File: src/rtl/bsc_pkg.sv
// Shared types, codes and helpers for the banker's safety check block.
package bsc_pkg;

  // Default sizing of the block.
  localparam int unsigned PROCESSES_DEF   = 8;
  localparam int unsigned RESOURCES_DEF   = 4;
  localparam int unsigned COUNT_WIDTH_DEF = 8;

  // A run checks at most this many process rows and emits at most this many words.
  localparam int unsigned SEQ_MAX = 8;
  localparam int unsigned SEQ_IW  = 3;

  // Port widths.
  localparam int unsigned IN_DATA_W  = 32;
  localparam int unsigned IN_USER_W  = 2;
  localparam int unsigned OUT_DATA_W = 8;
  localparam int unsigned CFG_IDX_W  = 2;
  localparam int unsigned CFG_DATA_W = 4;

  // Configuration register indexes.
  localparam logic [CFG_IDX_W-1:0] CFG_ACTIVE_PROCESSES = 2'd0;
  localparam logic [CFG_IDX_W-1:0] CFG_ACTIVE_RESOURCES = 2'd1;

  // Input word kinds carried on tuser.
  typedef enum logic [IN_USER_W-1:0] {
    CMD_LOAD_PROC  = 2'd0,
    CMD_LOAD_AVAIL = 2'd1,
    CMD_RUN        = 2'd2
  } cmd_e;

  // Controller states.
  typedef enum logic [1:0] {
    ST_IDLE,
    ST_ROW,
    ST_EMIT,
    ST_UNSAFE
  } state_e;

  // Result of a lowest-set-bit search.
  typedef struct packed {
    logic              hit;
    logic [SEQ_IW-1:0] idx;
  } pick_t;

  // Lowest set bit of a process mask.
  function automatic pick_t first_set(input logic [SEQ_MAX-1:0] m);
    pick_t pick;
    pick.hit = 1'b0;
    pick.idx = '0;
    for (int i = SEQ_MAX - 1; i >= 0; i--) begin
      if (m[i]) begin
        pick.hit = 1'b1;
        pick.idx = SEQ_IW'(i);
      end
    end
    return pick;
  endfunction

endpackage

File: src/rtl/bsc_claim_ram.sv
// Claim memory holding each process's maximum and allocation per resource.
module bsc_claim_ram #(
  parameter int unsigned AW = 5,
  parameter int unsigned CW = bsc_pkg::COUNT_WIDTH_DEF
) (
  input  logic          clk_i,
  input  logic          rst_ni,
  input  logic          we_i,
  input  logic [AW-1:0] waddr_i,
  input  logic [CW-1:0] wmax_i,
  input  logic [CW-1:0] walloc_i,
  input  logic          re_i,
  input  logic [AW-1:0] raddr_i,
  output logic [CW-1:0] rmax_o,
  output logic [CW-1:0] ralloc_o
);

  localparam int unsigned DEPTH = 1 << AW;

  logic [2*CW-1:0]  mem_q [DEPTH];
  logic [2*CW-1:0]  rdata_q;
  logic [DEPTH-1:0] vld_q;
  logic             rvld_q;

  // Storage array with a registered read port.
  always_ff @(posedge clk_i) begin
    if (we_i) begin
      mem_q[waddr_i] <= {walloc_i, wmax_i};
    end
    if (re_i) begin
      rdata_q <= mem_q[raddr_i];
    end
  end

  // Per-entry written flags, so that entries never loaded read as zero.
  always_ff @(posedge clk_i or negedge rst_ni) begin
    if (!rst_ni) begin
      vld_q  <= '0;
      rvld_q <= 1'b0;
    end else begin
      if (we_i) begin
        vld_q[waddr_i] <= 1'b1;
      end
      if (re_i) begin
        rvld_q <= vld_q[raddr_i];
      end
    end
  end

  assign rmax_o   = rvld_q ? rdata_q[CW-1:0]    : '0;
  assign ralloc_o = rvld_q ? rdata_q[2*CW-1:CW] : '0;

endmodule

File: src/rtl/bankers_safety_check_core.sv
// Banker's algorithm safety check: claim tables, run controller and result output.
// A load word (process entry or available count) is stored while idle. A run word starts a
// scan that reads the claim memory one resource per cycle for each unfinished process row
// visited, the compare running in the cycle after the memory read, and a finished row's
// allocation is added to the work vector in the cycle of its last compare. Passes repeat
// over the unfinished rows; then the result words go out (np words when safe, one when
// unsafe), one per cycle while the output is not stalled, where np is the active process
// count. Input words are refused while a run is in progress; the last result word may still
// wait at the output while the next input word is taken. The claim memory needs no clearing
// pass after reset.
module bankers_safety_check_core #(
  parameter int unsigned PROCESSES   = bsc_pkg::PROCESSES_DEF,
  parameter int unsigned RESOURCES   = bsc_pkg::RESOURCES_DEF,
  parameter int unsigned COUNT_WIDTH = bsc_pkg::COUNT_WIDTH_DEF
) (
  input  logic                           clk_i,
  input  logic                           rst_ni,
  input  logic                           s_tvalid_i,
  output logic                           s_tready_o,
  // proc_index [2:0], res_index [4:3], max_value [12:5], alloc_value [20:13],
  // avail_value [28:21], zero fill [31:29]
  input  logic [bsc_pkg::IN_DATA_W-1:0]  s_tdata_i,
  // cmd [1:0]
  input  logic [bsc_pkg::IN_USER_W-1:0]  s_tuser_i,
  output logic                           m_tvalid_o,
  input  logic                           m_tready_i,
  // safe [0], seq_process [3:1], seq_position [6:4], zero fill [7]
  output logic [bsc_pkg::OUT_DATA_W-1:0] m_tdata_o,
  // last
  output logic                           m_tlast_o,
  input  logic                           cfg_valid_i,
  output logic                           cfg_ready_o,
  input  logic [bsc_pkg::CFG_IDX_W-1:0]  cfg_index_i,
  input  logic [bsc_pkg::CFG_DATA_W-1:0] cfg_data_i
);

  import bsc_pkg::*;

  localparam int unsigned PW   = (PROCESSES > 1) ? $clog2(PROCESSES) : 1;
  localparam int unsigned RW   = (RESOURCES > 1) ? $clog2(RESOURCES) : 1;
  localparam int unsigned CW   = COUNT_WIDTH;
  localparam int unsigned WW   = COUNT_WIDTH + $clog2(PROCESSES + 1);
  localparam int unsigned CCW  = $clog2(RESOURCES + 1);
  localparam int unsigned PMAX = (PROCESSES < SEQ_MAX) ? PROCESSES : SEQ_MAX;

  // Input word fields.
  logic [2:0] in_proc;
  logic [1:0] in_res;
  logic [7:0] in_max;
  logic [7:0] in_alloc;
  logic [7:0] in_avail;

  assign in_proc  = s_tdata_i[2:0];
  assign in_res   = s_tdata_i[4:3];
  assign in_max   = s_tdata_i[12:5];
  assign in_alloc = s_tdata_i[20:13];
  assign in_avail = s_tdata_i[28:21];

  // Registers.
  state_e            state_q, state_d;
  logic [3:0]        act_proc_q;
  logic [2:0]        act_res_q;
  logic [3:0]        np_q, np_d;
  logic [3:0]        nr_q, nr_d;
  logic [SEQ_IW-1:0] p_q, p_d;
  logic [CCW-1:0]    c_q, c_d;
  logic [3:0]        count_q, count_d;
  logic              found_q, found_d;
  logic [SEQ_MAX-1:0] fin_q, fin_d;
  logic [SEQ_IW-1:0] k_q, k_d;
  logic [CW-1:0]     avail_q [RESOURCES];
  logic [CW-1:0]     avail_d [RESOURCES];
  logic [WW-1:0]     work_q [RESOURCES];
  logic [WW-1:0]     work_d [RESOURCES];
  logic [CW-1:0]     rowbuf_q [RESOURCES];
  logic [CW-1:0]     rowbuf_d [RESOURCES];
  logic [SEQ_IW-1:0] seq_q [SEQ_MAX];
  logic              seq_we;
  logic              out_vld_q, out_vld_d;
  logic              out_safe_q, out_safe_d;
  logic [SEQ_IW-1:0] out_proc_q, out_proc_d;
  logic [SEQ_IW-1:0] out_pos_q, out_pos_d;
  logic              out_last_q, out_last_d;

  // Claim memory port signals.
  logic          ram_we;
  logic [PW+RW-1:0] ram_waddr;
  logic          ram_re;
  logic [PW+RW-1:0] ram_raddr;
  logic [CW-1:0] ram_max;
  logic [CW-1:0] ram_alloc;

  // Scan control.
  logic              in_acc;
  logic              out_free;
  logic              cmp_act;
  logic [RW-1:0]     cr;
  logic [WW:0]       lhs, rhs;
  logic              fits;
  logic              row_fail;
  logic              row_ok;
  logic              row_end;
  logic              found_now;
  logic [3:0]        count_new;
  logic [SEQ_MAX-1:0] fin_new;
  logic [SEQ_MAX-1:0] later_mask;
  logic [SEQ_MAX-1:0] pass_mask;
  pick_t             next_row;
  pick_t             pass_row;
  logic              emit_last;
  logic [3:0]        np_run;
  logic [3:0]        nr_run;

  assign in_acc      = s_tvalid_i && s_tready_o;
  assign s_tready_o  = (state_q == ST_IDLE);
  assign cfg_ready_o = 1'b1;
  assign out_free    = !out_vld_q || m_tready_i;

  // Active counts saturated to the sizes the tables support, a zero count taken as one.
  always_comb begin
    if (act_proc_q == 4'd0) begin
      np_run = 4'd1;
    end else if (act_proc_q > 4'(PMAX)) begin
      np_run = 4'(PMAX);
    end else begin
      np_run = act_proc_q;
    end
    if (act_res_q == 3'd0) begin
      nr_run = 4'd1;
    end else if ({1'b0, act_res_q} > 4'(RESOURCES)) begin
      nr_run = 4'(RESOURCES);
    end else begin
      nr_run = {1'b0, act_res_q};
    end
  end

  bsc_claim_ram #(
    .AW (PW + RW),
    .CW (CW)
  ) u_ram (
    .clk_i    (clk_i),
    .rst_ni   (rst_ni),
    .we_i     (ram_we),
    .waddr_i  (ram_waddr),
    .wmax_i   (CW'(in_max)),
    .walloc_i (CW'(in_alloc)),
    .re_i     (ram_re),
    .raddr_i  (ram_raddr),
    .rmax_o   (ram_max),
    .ralloc_o (ram_alloc)
  );

  // Memory access: loads write in idle, the scan reads one resource per cycle.
  assign ram_we    = in_acc && (s_tuser_i == CMD_LOAD_PROC) &&
                     (32'(in_proc) < PROCESSES) && (32'(in_res) < RESOURCES);
  assign ram_waddr = {PW'(in_proc), RW'(in_res)};
  assign ram_re    = (state_q == ST_ROW) && (4'(c_q) < nr_q);
  assign ram_raddr = {PW'(p_q), RW'(c_q)};

  // Row compare in the cycle after the read, and the choice of the next row.
  always_comb begin
    cmp_act   = (state_q == ST_ROW) && (c_q != '0);
    cr        = RW'(c_q - CCW'(1));
    lhs       = (WW+1)'(ram_max);
    rhs       = (WW+1)'(ram_alloc) + (WW+1)'(work_q[cr]);
    fits      = (lhs <= rhs);
    row_fail  = cmp_act && !fits;
    row_ok    = cmp_act && fits && (4'(c_q) == nr_q);
    row_end   = row_fail || row_ok;
    found_now = found_q || row_ok;
    count_new = count_q + {3'd0, row_ok};
    fin_new   = fin_q;
    if (row_ok) begin
      fin_new[p_q] = 1'b1;
    end
    for (int i = 0; i < SEQ_MAX; i++) begin
      later_mask[i] = !fin_new[i] && (4'(i) > {1'b0, p_q}) && (4'(i) < np_q);
      pass_mask[i]  = !fin_new[i] && (4'(i) < np_q);
    end
    next_row  = first_set(later_mask);
    pass_row  = first_set(pass_mask);
    emit_last = ({1'b0, k_q} == (np_q - 4'd1));
  end

  // Next state.
  always_comb begin
    state_d = state_q;
    unique case (state_q)
      ST_IDLE: begin
        if (in_acc && (s_tuser_i == CMD_RUN)) begin
          state_d = ST_ROW;
        end
      end
      ST_ROW: begin
        if (row_end && !next_row.hit) begin
          if (!found_now) begin
            state_d = ST_UNSAFE;
          end else if (count_new == np_q) begin
            state_d = ST_EMIT;
          end
        end
      end
      ST_EMIT: begin
        if (out_free && emit_last) begin
          state_d = ST_IDLE;
        end
      end
      ST_UNSAFE: begin
        if (out_free) begin
          state_d = ST_IDLE;
        end
      end
      default: state_d = ST_IDLE;
    endcase
  end

  // Datapath and output word updates.
  always_comb begin
    np_d       = np_q;
    nr_d       = nr_q;
    p_d        = p_q;
    c_d        = c_q;
    count_d    = count_q;
    found_d    = found_q;
    fin_d      = fin_q;
    k_d        = k_q;
    avail_d    = avail_q;
    work_d     = work_q;
    rowbuf_d   = rowbuf_q;
    seq_we     = 1'b0;
    out_vld_d  = out_vld_q && !m_tready_i;
    out_safe_d = out_safe_q;
    out_proc_d = out_proc_q;
    out_pos_d  = out_pos_q;
    out_last_d = out_last_q;
    unique case (state_q)
      ST_IDLE: begin
        if (in_acc && (s_tuser_i == CMD_LOAD_AVAIL) && (32'(in_res) < RESOURCES)) begin
          avail_d[RW'(in_res)] = CW'(in_avail);
        end
        if (in_acc && (s_tuser_i == CMD_RUN)) begin
          np_d    = np_run;
          nr_d    = nr_run;
          p_d     = '0;
          c_d     = '0;
          count_d = '0;
          found_d = 1'b0;
          fin_d   = '0;
          k_d     = '0;
          for (int r = 0; r < RESOURCES; r++) begin
            work_d[r] = WW'(avail_q[r]);
          end
        end
      end
      ST_ROW: begin
        if (cmp_act) begin
          rowbuf_d[cr] = ram_alloc;
        end
        // A row that fits releases its whole allocation into work.
        if (row_ok) begin
          for (int r = 0; r < RESOURCES; r++) begin
            if (4'(r) < nr_q) begin
              work_d[r] = work_q[r] + WW'((RW'(r) == cr) ? ram_alloc : rowbuf_q[r]);
            end
          end
          seq_we = 1'b1;
        end
        if (row_end) begin
          fin_d   = fin_new;
          count_d = count_new;
          c_d     = '0;
          if (next_row.hit) begin
            p_d     = next_row.idx;
            found_d = found_now;
          end else begin
            // End of a pass: start again from the lowest unfinished row.
            p_d     = pass_row.idx;
            found_d = 1'b0;
          end
        end else begin
          c_d = c_q + CCW'(1);
        end
      end
      ST_EMIT: begin
        if (out_free) begin
          out_vld_d  = 1'b1;
          out_safe_d = 1'b1;
          out_proc_d = seq_q[k_q];
          out_pos_d  = k_q;
          out_last_d = emit_last;
          k_d        = k_q + SEQ_IW'(1);
        end
      end
      ST_UNSAFE: begin
        if (out_free) begin
          out_vld_d  = 1'b1;
          out_safe_d = 1'b0;
          out_proc_d = '0;
          out_pos_d  = '0;
          out_last_d = 1'b1;
        end
      end
      default: begin
        out_vld_d = out_vld_q;
      end
    endcase
  end

  // Control registers.
  always_ff @(posedge clk_i or negedge rst_ni) begin
    if (!rst_ni) begin
      state_q    <= ST_IDLE;
      act_proc_q <= 4'd8;
      act_res_q  <= 3'd4;
      np_q       <= 4'd1;
      nr_q       <= 4'd1;
      p_q        <= '0;
      c_q        <= '0;
      count_q    <= '0;
      found_q    <= 1'b0;
      fin_q      <= '0;
      k_q        <= '0;
      out_vld_q  <= 1'b0;
      for (int r = 0; r < RESOURCES; r++) begin
        avail_q[r] <= '0;
        work_q[r]  <= '0;
      end
    end else begin
      state_q <= state_d;
      np_q    <= np_d;
      nr_q    <= nr_d;
      p_q     <= p_d;
      c_q     <= c_d;
      count_q <= count_d;
      found_q <= found_d;
      fin_q   <= fin_d;
      k_q     <= k_d;
      out_vld_q <= out_vld_d;
      avail_q <= avail_d;
      work_q  <= work_d;
      if (cfg_valid_i && cfg_ready_o) begin
        if (cfg_index_i == CFG_ACTIVE_PROCESSES) begin
          act_proc_q <= cfg_data_i[3:0];
        end else if (cfg_index_i == CFG_ACTIVE_RESOURCES) begin
          act_res_q <= cfg_data_i[2:0];
        end
      end
    end
  end

  // Payload registers: row buffer, safe sequence and output word.
  always_ff @(posedge clk_i) begin
    rowbuf_q   <= rowbuf_d;
    out_safe_q <= out_safe_d;
    out_proc_q <= out_proc_d;
    out_pos_q  <= out_pos_d;
    out_last_q <= out_last_d;
    if (seq_we) begin
      seq_q[count_q[SEQ_IW-1:0]] <= p_q;
    end
  end

  assign m_tvalid_o = out_vld_q;
  assign m_tdata_o  = {1'b0, out_pos_q, out_proc_q, out_safe_q};
  assign m_tlast_o  = out_last_q;

endmodule

File: config.mk
export PLATFORM = sky130hd
export DESIGN_NAME = bankers_safety_check_core
export DESIGN_NICKNAME = d
export VERILOG_FILES = /design/src/rtl/bsc_pkg.sv /design/src/rtl/bsc_claim_ram.sv /design/src/rtl/bankers_safety_check_core.sv
export SDC_FILE = /design/constraint.sdc
export NUM_CORES = 1
export LEC_CHECK = 0
export BUFFER_PORTS_ARGS = -buffer_cell sky130_fd_sc_hd__buf_4
export CORE_MARGIN = 5
export CORE_UTILIZATION = 48
export DETAILED_ROUTE_END_ITERATION = 7
export PLACE_DENSITY_LB_ADDON = 0.05
export SLEW_MARGIN = 20
export SYNTH_ARGS = -nofsm -noshare
export SYNTH_HDL_FRONTEND = slang
export SYNTH_HIERARCHICAL = 1
export SYNTH_SLANG_ARGS = --single-unit
File: constraint.sdc
create_clock -name clk_i -period 6.9 [get_ports clk_i]
set_input_delay 1.38 -clock clk_i [delete_from_list [all_inputs] [get_ports clk_i]]
set_output_delay 1.38 -clock clk_i [all_outputs]
set_load 0.05 [all_outputs]
# --- Word level (Yosys, flattened, before mapping) ---
# Memories as Yosys holds them, arrays and structs flattened. A register that Yosys moved wholly into a read port is not among the register bits.
# Index checks and enable logic that the tools add are counted.
classes:
  addsub: 10
  n_lt_le_gt_ge: 32
  eq_ne: 24
  n_mux: 91
  bitwise_logic: 5
  reduce_logical: 78
ops:
  columns: ["cell", "count"]
  rows:
  - ["$mux W48", 2]
  - ["$pmux W48 S2", 1]
  - ["$mux W8", 11]
  - ["$mux W12", 6]
  - ["$bwmux W32", 2]
  - ["$mux W3", 17]
  - ["$add A12 B8 Y12", 4]
  - ["$mux W4", 12]
  - ["$logic_and A1 B1 Y1", 38]
  - ["$demux W8 S2", 2]
  - ["$or A32 B32 Y32", 1]
  - ["$pmux W3 S2", 5]
  - ["$bmux W12 S2", 1]
  - ["$mux W1", 17]
  - ["$lt A1 B4 Y1 const A", 4]
  - ["$lt A2 B4 Y1 const A", 4]
  - ["$lt A3 B4 Y1 const A", 4]
  - ["$pmux W8 S2", 1]
  - ["$reduce_and A4 Y1", 4]
  - ["$add A8 B12 Y13", 1]
  - ["$le A8 B13 Y1", 1]
  - ["$gt A3 B3 Y1 const A", 4]
  - ["$logic_not A1 Y1", 12]
  - ["$lt A5 B6 Y1 const B", 2]
  - ["other kinds (43)", 84]
totals:
  reg_bits: 193
  ramBits: 536
  inputBits: 45
  output_inout_bits: 12
  word_cells: 272
  memories: 2
memory_table:
  columns: ["memory", "depth", "width", "rd", "rd_clocked_by_memory_dff", "wr", "line_no", "source"]
  rows:
  - ["u_ram.mem_q", 32, 16, 1, 1, 1, "bsc_claim_ram.sv:20", "logic [2*CW-1:0] mem_q [DEPTH];"]
  - ["seq_q", 8, 3, 1, 0, 1, "bankers_safety_check_core.sv:77", "logic [SEQ_IW-1:0] seq_q [SEQ_MAX];"]

# --- Depth between registers and ports, before layout ---
depth:
  ltp_word: 24
  depth_mapped: 29
  ltp_nobuf: 24

# --- By module ---
# The synthesis kept the hierarchy.
by_module_without_submodules:
  columns: ["module", "n_inst", "cells_per_inst", "area_each_um2", "seq_area_each_um2"]
  rows:
  - ["bsc_claim_ram", 1, 915, 21499.4, 16681.0]
  - ["bankers_safety_check_core", 1, 983, 10706.5, 4904.7]

# --- Least setup slack after synthesis ---
# OpenSTA, ideal clock, no wires.
synth_path:
  kind: "reg2reg"
  from: "register c_q[0]"
  to: "register state_q[1]"
  setup_ns: 0.125
  t_arrival_ns: 6.514
  required_ns: 6.775
  path_slack_ns: 0.261
  path_stages_with_launch: 29
  path_buffers: 5
  synth_period_minus_slack_ns: 6.639
  path_cell_list: "dfrtp_1 -> buf_6 -> clkbuf_1 -> inv_1 -> ha_1 -> buf_2 -> mux4_2 -> ha_1 -> fa_1 -> a211oi_1 -> nor2_1 -> o21a_1 -> nor2_1 -> xor2_1 -> ha_1 -> a21oi_1 -> o21ai_0 -> and2_1 -> o311ai_1 -> o31ai_4 -> inv_2 -> buf_6 -> clkbuf_1 -> ha_1 -> ha_1 -> xor2_1 -> o41ai_1 -> o221ai_1 -> mux2_2"
synth_between:
  elab_chain_len: 24
  word_cells_on_any_way: 55
  cone_classes: "add/sub: 3; order compare: 1; eq/ne: 4; mux: 14; bitwise: 1; reduce/logical: 32"
synth_lines:
  columns: ["item", "line_no", "source"]
  rows:
  - ["start: declaration", "bankers_safety_check_core.sv:66", "logic [CCW-1:0] c_q, c_d;"]
  - ["start signal: assignment", "bankers_safety_check_core.sv:318", "c_q <= '0;"]
  - ["start signal: assignment", "bankers_safety_check_core.sv:333", "c_q <= c_d;"]
  - ["$sub A2 B1 Y2", "bankers_safety_check_core.sv:163", "cr = RW'(c_q - CCW'(1));"]
  - ["$not A2 Y3 (not written as such)", "bankers_safety_check_core.sv:165", "rhs = (WW+1)'(ram_alloc) + (WW+1)'(work_q[cr]);"]
  - ["$bmux W12 S2", "bankers_safety_check_core.sv:165", null]
  - ["$mux W12 (not written as such) (2 in series)", "bankers_safety_check_core.sv:165", null]
  - ["$add A8 B12 Y13", "bankers_safety_check_core.sv:165", null]
  - ["$le A8 B13 Y1", "bankers_safety_check_core.sv:166", "fits = (lhs <= rhs);"]
  - ["$logic_and A1 B1 Y1 (2 in series)", "bankers_safety_check_core.sv:168", "row_ok = cmp_act && fits && (4'(c_q) == nr_q);"]
  - ["$mux W8", "bankers_safety_check_core.sv:173", "if (row_ok) begin"]
  - ["$logic_not A1 Y1", "bankers_safety_check_core.sv:177", "later_mask[i] = !fin_new[i] && (4'(i) > {1'b0, p_q}) && (4'(i) < np_q);"]
  - ["$logic_and A1 B1 Y1 (2 in series)", "bankers_safety_check_core.sv:177", null]
  - ["$mux W4 (7 in series)", "bsc_pkg.sv:51", "if (m[i]) begin"]
  - ["$logic_not A1 Y1", "bankers_safety_check_core.sv:195", "if (row_end && !next_row.hit) begin"]
  - ["$logic_and A1 B1 Y1", "bankers_safety_check_core.sv:195", null]
  - ["$ne A2 B1 Y1 (no line)", null, null]
  - ["$reduce_and A5 Y1 (no line)", null, null]
  - ["end signal: assignment", "bankers_safety_check_core.sv:329", "state_q <= state_d;"]
  - ["end: declaration", "bankers_safety_check_core.sv:60", "state_e state_q, state_d;"]
# Parallel ways exist; a longest one is shown, timed or not. The select of a mux whose other input is x is not followed.
# A chain may end at the register's enable or synchronous reset.

# --- Final worst setup path ---
# Ends and elaborated chain as after synthesis.

==> metrics.csv <==
stage,metric,value,unit
run_status,status,"complete, no violations",
timing,max-slew-margin-rel,32.3,%
power,power.leakage,13.2,nW
die,ios,57,
logic_synthesis,synth-compound-area-share,4.94,%
grt,grt_pass1_wl,115,mm
final_layout,syn2layout_area_growth,13.2,%
worst_setup_path,cpPeakStageDelay,560,ps
worst_setup_path,crit_arrival,6640,ps
route,drt_iter0_markers,1421,
logic_synthesis,yosys.area_share.simple,5.66,%
logic_synthesis,yosysMostFrequentCell,edfxtp_1,
worst_setup_path,critPathRequiredTime,7400,ps
logic_synthesis,netlist_area,32200,um^2
logic_synthesis,synth_top_family_by_area,multiplexers,
worst_setup_path,critPathMostFrequentCell,ha_1,
route,drc_errors,0,
logic_synthesis,synth_xor_area_share,1.06,%
die,dieArea,72400,um^2
grt,grt_max_degree,139,
logic_synthesis,synthFlopType,edfxtp_1,
worst_setup_path,cp-start-kind,flip-flop,
final_layout,drive_gt1_share,27.3,%
die,die_h,269,um
final_layout,fin_util,54.6,%
logic_synthesis,syn_nets,2010,
timing,period_share,89.0,%
logic_synthesis,synthArstFlopShare,20.4,%
logic_synthesis,synth_edf_count,592,
power,peakVddDrop,0.202,mV
final_layout,fin_nets,2089,
timing,rsz0062_at_grt,no,
logic_synthesis,yosysUniqueCellTypes,70,
logic_synthesis,synth_common_cells,"edfxtp_1 (592), mux4_2 (178), dfrtp_1 (148)",
clock_network,cts_resized,0,
logic_synthesis,ys_warn_count,6,
clock_network,cts_hold_buf,0,
die,core_region_area,66800,um^2
die,die_w,269,um
clock_network,cts_root_buffer,clkbuf_16,
final_layout,num-fill-cells,5234,
power,p_per_area,256,nW/um^2
clock_network,cts_setup_buffers,0,
timing,period_minus_slack,6140,ps
grt,grt_pass1_vias,17600,
timing,hold_viol,0,
logic_synthesis,ys_seq_area_share,67.0,%
logic_synthesis,synthTopCellsByArea,"edfxtp_1 (55%), mux4_2 (12%), dfrtp_1 (11%)",
route,antenna_left,0,
route,wire_per_inst,26.4,um
clock_network,insertion_delay,620,ps
timing,tightest_slew,1010,ps
clock_network,clock_sinks,744,
route,vias,17200,
clock_network,cts_tree,done,
logic_synthesis,synth_mux_area_share,16.8,%
die,rows,95,
placement,port_buffers,51,
run,cap_violations,0,
route,dr.pass1.iters,5,
grt,gr-total-overflow,0,
logic_synthesis,synth-seq-cells,744,
route,vias_per_cell,5.89,
clock_network,clk_pin_slew,60,ps
logic_synthesis,synthAdderAreaFrac,2.72,%
logic_synthesis,yosysTopAreaCellShare,55.2,%
clock_network,numCtsBuffers,81,
hold_path,min_path_type,reg -> reg,
die,start_util,48.2,%
clock_network,clockBufferDepth,3,
route,routed_wl,77.0,mm
timing,tns,0,ps
timing,setup_violations,0,
grt,antenna_found_initial,3,
logic_synthesis,syn_inst,1898,
timing,slew_violations,0,
worst_setup_path,worstSetupPathType,reg -> reg,
logic_synthesis,avgSynthCellArea,17.0,um^2
worst_setup_path,endpoint_kind,flip-flop,
worst_setup_path,cpMaxStageDelayCell,o31ai_4,
worst_setup_path,crit_fanout,11,
grt,grt_use_total,21.7,%
logic_synthesis,synth_top_area_cell,edfxtp_1,
timing,max_freq,0.163,GHz
timing,fin_skew,15.0,ps
placement,globalplace.congestion,0.827,
clock_network,htreeDepth,3,
placement,hpwl,46.0,mm
power breakdown:
part | total, mW | internal [mW] | switching (mW)
registers | 4.85 | 4.85 | 0.00583
logic | 0.107 | 0.0273 | 0.0796
clock network | 4.36 | 2.60 | 1.76
total | 9.32 | 7.48 | 1.85
per-layer routing:
metal	GRT usage (%)	up-vias	wire (um)
li1	-	7663	-
met3	4.08	97	3290
met5	0	-	0
met4	4.50	0	1420
met2	37.7	369	39800
met1	28.9	9049	32500
registers in the layout, indices dropped and copies added (netlist names), 4 cells and up:
register / cells
u_ram/mem_q: 512
work_q: 48
avail_q: 32
rowbuf_q: 32
u_ram/vld_q: 32
seq_q: 24
u_ram/rdata_q: 16
fin_q: 8
act_proc_q: 4
count_q: 4
np_q: 4
area by class of cell:
cell class / count / area (um^2) / area share, %
diodes: 2 / 5.00 / 0.0137
clock buffers: 114 / 2260 / 6.21
clock inverters: 35 / 417 / 1.14
inverters: 35 / 131 / 0.360
multi-input cells: 1031 / 10300 / 28.2
flip-flops and latches: 744 / 21600 / 59.3
well taps: 873 / 1090 / 3.00
repair buffers: 84 / 663 / 1.82
logic make-up (layout without fill, tap and decap cells):
logic type	after synthesis	after routing
flops	744	744
simple gates	366	366
mux	308	308
compound gates	249	249
buf+inv	123	268
fa+ha+maj	67	67
xor+xnor	39	39
other cells	2	4
critical path: cells and delay by family (launching register included):
kind | cells | cell delay, ps
xor+xnor | 3 | 380
fa+ha+maj | 6 | 1750
mux | 2 | 660
flops | 1 | 470
compound gates | 7 | 1870
buf+inv | 3 | 410
simple gates | 4 | 480
placed cells by master (no fill, tap or decap), types with 8 or more instances in the layout:
cell type / count
edfxtp_1: 592
mux4_2: 178
dfrtp_1: 144
mux2_2: 90
nand2_1: 87
a21oi_1: 83
clkbuf_16: 83
buf_4: 80
nor2_1: 72
ha_1: 62
o21ai_0: 54
mux2i_1: 40
or2_2: 37
inv_1: 34
and2_1: 26
xnor2_1: 26
clkbuf_1: 24
nor2_4: 22
nand3_1: 20
o21bai_1: 16
a21o_1: 16
or3_1: 14
xor2_1: 13
clkinv_1: 12
nand3b_1: 11
nand2b_1: 11
clkinv_2: 11
o31ai_1: 10
nor2_2: 10
nor2b_1: 8
nor3_1: 8
bufinv_16: 8
through the flow:
stage	instances	instance area (um^2)	worst slack, ps	power (mW)	hold WS [ps]
after floorplan	1898	32200	261	4.96	439
after global placement	2767	33700	770	5.05	450
after detailed placement	2767	33800	804	5.05	455
after CTS	2916	36400	786	9.42	469
after global routing	2916	36400	400	9.62	480
final	2918	36400	762	9.32	467
path summary, 6_finish.rpt:
check	slack, ps	to	startpoint	cells past startpoint
setup reg to reg	760	state_q[1]$_DFFE_PN0P_	c_q[0]$_DFFE_PN0P_	25
min in group asynchronous	670	work_q[3]$_DFFE_PN0P_	rst_ni	1
setup / recovery	760	state_q[1]$_DFFE_PN0P_	c_q[0]$_DFFE_PN0P_	25
hold reg to reg	470	u_ram/vld_q[1]$_DFFE_PN0P_	u_ram/vld_q[1]$_DFFE_PN0P_	1
hold / removal	470	u_ram/vld_q[1]$_DFFE_PN0P_	u_ram/vld_q[1]$_DFFE_PN0P_	1
max in group asynchronous	5130	p_q[0]$_DFFE_PN0P_	rst_ni	2
Power figures use the tool's default switching activity.
